`config.mk`:
```
export PLATFORM = sky130hd
export DESIGN_NAME = deque_with_cursor
export DESIGN_NICKNAME = d
export VERILOG_FILES = /design/src/sv/dqc_pkg.sv /design/src/sv/dqc_ram.sv /design/src/sv/deque_with_cursor.sv
export SDC_FILE = /design/constraint.sdc
export NUM_CORES = 1
export LEC_CHECK = 0
export ABC_AREA = 1
export BUFFER_PORTS_ARGS = -buffer_cell sky130_fd_sc_hd__buf_2
export CORE_ASPECT_RATIO = 1.2
export CORE_MARGIN = 5
export CORE_UTILIZATION = 30
export DETAILED_ROUTE_END_ITERATION = 6
export PLACE_DENSITY = 0.5
export SLEW_MARGIN = 20
export SYNTH_ARGS = -nofsm -noshare
export SYNTH_HDL_FRONTEND = slang
export SYNTH_SLANG_ARGS = --single-unit
```
`constraint.sdc`:
```
create_clock -name clk -period 4.5 [get_ports clk]
set_input_delay 0.9 -clock clk [delete_from_list [all_inputs] [get_ports clk]]
set_output_delay 0.9 -clock clk [all_outputs]
set_load 0.02 [all_outputs]
```
`src/sv/dqc_pkg.sv`:
```
// Shared types for the deque-with-cursor block: operation codes.
package dqc_pkg;

    // Operation carried in s_tuser
    typedef enum logic [2:0] {
        FUNC_QUERY        = 3'd0,
        FUNC_INSERT_FRONT = 3'd1,
        FUNC_INSERT_BACK  = 3'd2,
        FUNC_REMOVE_FRONT = 3'd3,
        FUNC_REMOVE_BACK  = 3'd4,
        FUNC_CURSOR_FIRST = 3'd5,
        FUNC_CURSOR_LAST  = 3'd6,
        FUNC_ADVANCE      = 3'd7
    } func_t;

    localparam int unsigned WORD_W = 32;

endpackage

```
`src/sv/dqc_ram.sv`:
```
// Generic RAM: one write port, two read ports with registered read data.
module dqc_ram
#(
    parameter int unsigned WIDTH = 32,
    parameter int unsigned DEPTH = 16
)
(
    input  logic                     clk,
    input  logic                     we,
    input  logic [$clog2(DEPTH)-1:0] waddr,
    input  logic [WIDTH-1:0]         wdata,
    input  logic                     rd_en,
    input  logic [$clog2(DEPTH)-1:0] raddr0,
    input  logic [$clog2(DEPTH)-1:0] raddr1,
    output logic [WIDTH-1:0]         rdata0,
    output logic [WIDTH-1:0]         rdata1
);

    logic [WIDTH-1:0] mem [DEPTH];

    always_ff @(posedge clk)
    begin
        if (we)
        begin
            mem[waddr] <= wdata;
        end
        if (rd_en)
        begin
            rdata0 <= mem[raddr0];
            rdata1 <= mem[raddr1];
        end
    end

endmodule

```
`src/sv/deque_with_cursor.sv`:
```
// Deque with cursor: bounded double-ended queue of signed words in a ring, with a read cursor.
//
// Each transaction on the s_ side carries one operation (s_tuser) and a value (s_tdata);
// each one gives exactly one result transaction on the m_ side. Entries live in a ring
// of DEPTH slots held in a two-read-port RAM; head, count and cursor are registers, so
// every end operation and cursor move is a constant-time register update. Throughput is
// one operation per clock cycle sustained while the m_ side takes each result. An
// accepted operation first sits in the input register, then the state update and the
// RAM reads (removed slot and new cursor slot) land in the result register, which
// offers it on the m_ side. Inserts into a full store and removals from an empty list
// return ok=0 and change nothing. Removing from the front parks the cursor on the new
// first entry, from the back on the new last entry; inserts leave the cursor where it
// was. The RAM needs no clearing after reset: data read from a slot that is not live
// is never passed on.
module deque_with_cursor
    import dqc_pkg::*;
#(
    parameter int unsigned DEPTH = 16
)
(
    input  logic clk,
    input  logic rst_n,

    input  logic                                   s_tvalid,
    output logic                                   s_tready,
    input  logic [WORD_W-1:0]                      s_tdata,   // [31:0] item_value
    input  logic [2:0]                             s_tuser,   // [2:0] func

    output logic                                   m_tvalid,
    input  logic                                   m_tready,
    // from bit 0 up: ok, removed_value(32), current_value(32), is_empty, at_first,
    // at_last, out_of_list, entry_count($clog2(DEPTH+1)), zero fill to a byte
    output logic [((2*WORD_W+5+$clog2(DEPTH+1)+7)/8)*8-1:0] m_tdata
);

    localparam int unsigned AW     = (DEPTH > 1) ? $clog2(DEPTH) : 1;
    localparam int unsigned CW     = $clog2(DEPTH + 1);
    localparam int unsigned SW     = CW + 1;
    localparam int unsigned DATA_W = ((2*WORD_W + 5 + CW + 7) / 8) * 8;

    typedef struct packed {
        logic          ok;
        logic          rm_ok;     // removed value is valid
        logic          cv;        // cursor on the list
        logic          empty;
        logic          at_first;
        logic          at_last;
        logic [CW-1:0] count;
    } res_meta_t;

    // ring arithmetic helpers
    function automatic logic [AW-1:0] slot_after(input logic [AW-1:0] s);
        slot_after = (s == AW'(DEPTH - 1)) ? '0 : s + AW'(1);
    endfunction

    function automatic logic [AW-1:0] slot_before(input logic [AW-1:0] s);
        slot_before = (s == '0) ? AW'(DEPTH - 1) : s - AW'(1);
    endfunction

    // (h + n) mod DEPTH for n <= DEPTH
    function automatic logic [AW-1:0] ring_add(input logic [AW-1:0] h, input logic [CW-1:0] n);
        logic [SW-1:0] sum;
        sum = SW'(h) + SW'(n);
        if (sum >= SW'(DEPTH))
        begin
            sum = sum - SW'(DEPTH);
        end
        ring_add = sum[AW-1:0];
    endfunction

    // input register
    logic              a_valid_reg;
    func_t             a_func_reg;
    logic [WORD_W-1:0] a_value_reg;

    // list state
    logic [AW-1:0] head_reg,   head_next;
    logic [CW-1:0] count_reg,  count_next;
    logic [AW-1:0] cursor_reg, cursor_next;
    logic          cv_reg,     cv_next;

    // result register (RAM read data registers complete it)
    logic       b_valid_reg;
    res_meta_t  b_meta_reg, b_meta_next;

    logic              en_b;
    logic              a_fire;
    logic [AW-1:0]     tail_slot;
    logic [AW-1:0]     end_slot;
    logic [AW-1:0]     tail_next;
    logic              full;
    logic              empty;
    logic              ram_we;
    logic [AW-1:0]     ram_waddr;
    logic [AW-1:0]     ram_raddr0;
    logic [WORD_W-1:0] ram_q0;
    logic [WORD_W-1:0] ram_q1;
    logic [WORD_W-1:0] removed_value;
    logic [WORD_W-1:0] current_value;

    // handshake: result register frees when empty or taken; input register when it moves on
    assign en_b     = !b_valid_reg || m_tready;
    assign s_tready = !a_valid_reg || en_b;
    assign a_fire   = a_valid_reg && en_b;

    always_ff @(posedge clk or negedge rst_n)
    begin
        if (!rst_n)
        begin
            a_valid_reg <= 1'b0;
        end
        else if (s_tready)
        begin
            a_valid_reg <= s_tvalid;
        end
    end

    always_ff @(posedge clk)
    begin
        if (s_tready && s_tvalid)
        begin
            a_func_reg  <= func_t'(s_tuser);
            a_value_reg <= s_tdata;
        end
    end

    // ring geometry of the current state
    assign end_slot  = ring_add(head_reg, count_reg);
    assign tail_slot = slot_before(end_slot);
    assign full      = (count_reg == CW'(DEPTH));
    assign empty     = (count_reg == '0);

    // operation decode and next state
    always_comb
    begin
        head_next   = head_reg;
        count_next  = count_reg;
        cursor_next = cursor_reg;
        cv_next     = cv_reg;
        ram_we      = 1'b0;
        ram_waddr   = end_slot;
        ram_raddr0  = head_reg;
        b_meta_next = '0;
        b_meta_next.ok = 1'b1;

        unique case (a_func_reg)
            FUNC_INSERT_FRONT:
            begin
                if (full)
                begin
                    b_meta_next.ok = 1'b0;
                end
                else
                begin
                    head_next  = slot_before(head_reg);
                    ram_waddr  = slot_before(head_reg);
                    ram_we     = a_fire;
                    count_next = count_reg + CW'(1);
                end
            end
            FUNC_INSERT_BACK:
            begin
                if (full)
                begin
                    b_meta_next.ok = 1'b0;
                end
                else
                begin
                    ram_waddr  = end_slot;
                    ram_we     = a_fire;
                    count_next = count_reg + CW'(1);
                end
            end
            FUNC_REMOVE_FRONT:
            begin
                if (empty)
                begin
                    b_meta_next.ok = 1'b0;
                end
                else
                begin
                    ram_raddr0        = head_reg;
                    b_meta_next.rm_ok = 1'b1;
                    head_next         = slot_after(head_reg);
                    count_next        = count_reg - CW'(1);
                    cursor_next       = slot_after(head_reg);
                    cv_next           = (count_reg != CW'(1));
                end
            end
            FUNC_REMOVE_BACK:
            begin
                if (empty)
                begin
                    b_meta_next.ok = 1'b0;
                end
                else
                begin
                    ram_raddr0        = tail_slot;
                    b_meta_next.rm_ok = 1'b1;
                    count_next        = count_reg - CW'(1);
                    if (count_reg == CW'(1))
                    begin
                        cv_next     = 1'b0;
                        cursor_next = '0;
                    end
                    else
                    begin
                        cv_next     = 1'b1;
                        cursor_next = slot_before(tail_slot);
                    end
                end
            end
            FUNC_CURSOR_FIRST:
            begin
                cv_next     = !empty;
                cursor_next = empty ? '0 : head_reg;
            end
            FUNC_CURSOR_LAST:
            begin
                cv_next     = !empty;
                cursor_next = empty ? '0 : tail_slot;
            end
            FUNC_ADVANCE:
            begin
                if (cv_reg)
                begin
                    if (empty || cursor_reg == tail_slot)
                    begin
                        cv_next     = 1'b0;
                        cursor_next = '0;
                    end
                    else
                    begin
                        cursor_next = slot_after(cursor_reg);
                    end
                end
            end
            FUNC_QUERY:
            begin
            end
            default:
            begin
            end
        endcase

        // status after the operation
        tail_next            = slot_before(ring_add(head_next, count_next));
        b_meta_next.cv       = cv_next;
        b_meta_next.empty    = (count_next == '0);
        b_meta_next.count    = count_next;
        b_meta_next.at_first = b_meta_next.empty ? !cv_next
                                                 : (cv_next && cursor_next == head_next);
        b_meta_next.at_last  = b_meta_next.empty ? !cv_next
                                                 : (cv_next && cursor_next == tail_next);
    end

    always_ff @(posedge clk or negedge rst_n)
    begin
        if (!rst_n)
        begin
            head_reg    <= '0;
            count_reg   <= '0;
            cursor_reg  <= '0;
            cv_reg      <= 1'b0;
            b_valid_reg <= 1'b0;
        end
        else
        begin
            if (a_fire)
            begin
                head_reg   <= head_next;
                count_reg  <= count_next;
                cursor_reg <= cursor_next;
                cv_reg     <= cv_next;
            end
            if (en_b)
            begin
                b_valid_reg <= a_valid_reg;
            end
        end
    end

    always_ff @(posedge clk)
    begin
        if (a_fire)
        begin
            b_meta_reg <= b_meta_next;
        end
    end

    // entry store; port 0 reads the removed slot, port 1 the new cursor slot
    dqc_ram #(
        .WIDTH (WORD_W),
        .DEPTH (DEPTH)
    ) u_store (
        .clk    (clk),
        .we     (ram_we),
        .waddr  (ram_waddr),
        .wdata  (a_value_reg),
        .rd_en  (a_fire),
        .raddr0 (ram_raddr0),
        .raddr1 (cursor_next),
        .rdata0 (ram_q0),
        .rdata1 (ram_q1)
    );

    assign removed_value = b_meta_reg.rm_ok ? ram_q0 : '0;
    assign current_value = b_meta_reg.cv    ? ram_q1 : '0;

    assign m_tvalid = b_valid_reg;
    assign m_tdata  = DATA_W'({b_meta_reg.count, !b_meta_reg.cv, b_meta_reg.at_last,
                               b_meta_reg.at_first, b_meta_reg.empty, current_value,
                               removed_value, b_meta_reg.ok});

    // checks
    a_count_bound: assert property (@(posedge clk) disable iff (!rst_n)
        count_reg <= CW'(DEPTH))
        else $error("entry count above store depth");

    a_slots_in_ring: assert property (@(posedge clk) disable iff (!rst_n)
        (head_reg <= AW'(DEPTH - 1)) && (cursor_reg <= AW'(DEPTH - 1)))
        else $error("ring pointer outside store");

    a_empty_cursor_off: assert property (@(posedge clk) disable iff (!rst_n)
        (count_reg == '0) |-> !cv_reg)
        else $error("cursor on an empty list");

    a_full_insert_holds: assert property (@(posedge clk) disable iff (!rst_n)
        (a_fire && full && (a_func_reg == FUNC_INSERT_FRONT || a_func_reg == FUNC_INSERT_BACK))
        |=> $stable(count_reg) && $stable(head_reg))
        else $error("insert into full store changed the list");

    a_remove_cursor: assert property (@(posedge clk) disable iff (!rst_n)
        (a_fire && !empty
         && (a_func_reg == FUNC_REMOVE_FRONT || a_func_reg == FUNC_REMOVE_BACK))
        |=> cv_reg == (count_reg != '0))
        else $error("cursor not parked after removal");

endmodule

```
==> impl_metrics.env <==
export IMPL_status="finished, final reports clean"
export IMPL_fin_crit_sh_pct=90.2
export IMPL_largest_reg_flops=512
export IMPL_clk_pin_slew_ns=0.06
export IMPL_final_cell_mix="nand2_1, edfxtp_1, nand3_1, inv_1, o21ai_0"
export IMPL_cts_tree="done"
export IMPL_crit_arrival_ns=4.45
export IMPL_path_class="reg -> reg"
export IMPL_swShare_pct=43.7
export IMPL_place_area_mm2=0.0355
export IMPL_initial_core_util_pct=30.2
export IMPL_combPwrFrac_pct=46.3
export IMPL_setup_viol=0
export IMPL_dp_hpwl_mm=60.7
export IMPL_p_seq_share_pct=30.1
export IMPL_num_vias=26500
export IMPL_drt_pass1_iter_count=5
export IMPL_yosysTopAreaCell="edfxtp_1"
export IMPL_final_cells=5205
export IMPL_finalCriticalPeriod_ns=4.06
export IMPL_io_pins=121
export IMPL_dpl_cell_count=5070
export IMPL_required_ns=4.88
export IMPL_ff2ff_setup_slack_ns=0.44
export IMPL_fin_skew_ns=0.0311
export IMPL_grt_pass1_wl_mm=164
export IMPL_finalWirelength_mm=111
export IMPL_drc_errors=0
export IMPL_r2r_start="a_func_reg[1]$_DFFE_PP_"
export IMPL_layout_drive_gt1_share_pct=9.93
export IMPL_async_flop_share_pct=2.51
export IMPL_synth_area_mm2=0.0331
export IMPL_fp_coreArea_mm2=0.110
export IMPL_grt_pass1_vias=25800
export IMPL_leakage_nw=15.9
export IMPL_p_int_mw=14.7
export IMPL_hold_path_class="in -> async"
export IMPL_die_h_um=374
export IMPL_area_delta_synth_final_pct=14.5
export IMPL_r2r_end="m_tdata[67]$_DFFE_PP_"
export IMPL_yosysWarningCount=0
export IMPL_hold_viol=0
export IMPL_ys_seq_area_share_pct=57.6
export IMPL_yosysUniqueCellTypes=45
export IMPL_cap_violations=0
export IMPL_yosys_register_bits=638
export IMPL_gp_congestion=0.832
export IMPL_end_kind="register"
export IMPL_grt_overflow=0
export IMPL_ys_top_cells_by_area="edfxtp_1, nand2_1, nand3_1"
export IMPL_cts_hold_buf=0
export IMPL_io_buffer_count=114
export IMPL_final_area_mm2=0.0379
export IMPL_clock_root_buffer="clkbuf_16"
export IMPL_yosysTopAreaCellShare_pct=56.4
export IMPL_nFillCells=11000
export IMPL_antenna_found_initial=1
export IMPL_synth_edf_count=622
export IMPL_grt_max_degree=118
export IMPL_tns_ns=0
export IMPL_power_density_mw_per_mm2=686
export IMPL_cp_start_kind="register"
export IMPL_syn_mean_instance_area_um2=8.95
export IMPL_clock_latency_ns=0.63
export IMPL_grtUsageTotal_pct=18.3
export IMPL_drt_iter0_markers=2286
export IMPL_vdd_ir_drop_max_uv=580
export IMPL_layout_commonest_cell="nand2_1"
export IMPL_synthCells=3702
export IMPL_report_final_slew_viol_count=0
export IMPL_synthFlopType="edfxtp_1"
export IMPL_via_per_inst=5.08
export IMPL_cts_sinks=638
export IMPL_finalNetCount=3788
export IMPL_post_cts_buffers=0
export IMPL_die_width_um=313
export IMPL_wl_per_cell_um=21.3
export IMPL_num_rows=133
export IMPL_p_switching_mw=11.4
export IMPL_pwr_share_clk_pct=23.6
export IMPL_top_register="u_store.mem"
export IMPL_worst_slew_pin_transition_ns=0.906
export IMPL_cts_buffers=74
export IMPL_rsz0062_at_grt="false"
export IMPL_r2r_cells=22
export IMPL_ant_nets=0
export IMPL_cts_max_path_buffers=3
export IMPL_cts_resized=0
export IMPL_max_slew_margin_pct=39.6
export IMPL_fmax_ghz=0.246
export IMPL_dieArea_mm2=0.117
export IMPL_path_max_fanout=6
export IMPL_htree_levels=3
## logic make-up after synthesis
| group | Yosys count | share of synthesized area (%) |
|---|---|---|
| buffers and inverters | 652 | 8.68 |
| multiplexers | 1 | 0.0340 |
| XOR/XNOR | 11 | 0.336 |
| adder cells (fa/ha/maj) | 20 | 0.801 |
| flip-flops | 638 | 57.6 |
| other | 1 | 0.0113 |
| AND/OR/NAND/NOR | 1870 | 24.0 |
| AO/OA/AOI/OAI | 509 | 8.52 |
## stage by stage
stage | util, % | hold slack (ns) | worst slack [ns] | total power, mW
after floorplan | - | 0.491 | 1.03 | 15.9
after global placement | 32.4 | 0.524 | 0.498 | 20.0
after CTS | 34.6 | 0.213 | 0.507 | 26.2
final | 34.6 | 0.221 | 0.439 | 26.0
after global routing | 34.6 | 0.242 | 0.0598 | 27.8
after detailed placement | 32.4 | 0.525 | 0.479 | 20.0
## power by group through the flow
stage	clock network [mW]	registers, mW	logic (mW)
floorplan	0	7.72	8.15
global placement	0	7.95	12.1
global route	6.53	7.88	13.3
CTS	6.28	7.83	12.1
finish	6.14	7.82	12.1
detailed placement	0	7.95	12.1
## metal layers
layer	track usage, %	routed length [um]	vias to the layer above
met2	32.1	54700	861
met4	5.75	3140	0
li1	-	-	12500
met5	0	0	-
met1	23.7	46900	12900
met3	2.24	5920	192
## synth_stat cells (3+ instances only)
cell and number:
a211oi_1 3, a21oi_1 155, a31oi_1 4, buf_1 22
buf_2 108, buf_4 45, buf_6 15, clkbuf_1 72
dfrtp_1 16, edfxtp_1 622, ha_1 18, inv_1 384
inv_2 5, nand2_1 1155, nand2_2 7, nand3_1 619
nand3_2 13, nor2_1 56, nor2_2 4, nor3_1 6
o211ai_1 79, o21ai_0 244, o21ai_1 5, o221ai_1 10
o22ai_1 3, xnor2_1 3, xor2_1 6
## worst max-delay path by stage
| stage | start | to | depth (start not counted) |
|---|---|---|---|
| final | a_func_reg[1]$_DFFE_PP_ | m_tdata[67]$_DFFE_PP_ | 22 |
| after global placement | a_func_reg[1]$_DFFE_PP_ | m_tdata[67]$_DFFE_PP_ | 22 |
| after floorplan | count_reg[0]$_DFFE_PN0P_ | u_store.mem[0][0]$_DFFE_PP_ | 7 |
| after global routing | a_func_reg[1]$_DFFE_PP_ | m_tdata[67]$_DFFE_PP_ | 22 |
| after CTS | a_func_reg[1]$_DFFE_PP_ | m_tdata[67]$_DFFE_PP_ | 22 |
| after detailed placement | a_func_reg[1]$_DFFE_PP_ | m_tdata[67]$_DFFE_PP_ | 22 |
## area by class of cell
type / instances / area, um2 / share of cell area [%]
clock inverter: 36 / 403 / 1.06
multi-input combinational: 2417 / 11400 / 30.0
sequential: 638 / 19100 / 50.3
antenna: 1 / 2.50 / 0.00660
tap: 1417 / 1770 / 4.68
inverter: 389 / 1470 / 3.88
clock buffer: 98 / 2010 / 5.29
timing repair buffer: 209 / 1810 / 4.77
## worst max-delay path, cell delays in order, from the launching register on
cell	delay (ns)
edfxtp_1	0.44
inv_1	0.10
nand2_1	0.10
nor2_1	0.22
inv_2	0.11
o21ai_0	0.21
nand2_1	0.34
nand2_1	0.21
xor2_2	0.29
ha_1	0.20
inv_1	0.06
fa_1	0.42
or2_2	0.29
nand2_1	0.10
nor2_1	0.06
a31oi_1	0.14
nand3_1	0.09
nand2_1	0.11
nand3_1	0.08
nand2_1	0.08
nor2_1	0.04
nand2_1	0.06
nand2_1	0.05
Power figures use the tool's default switching activity.
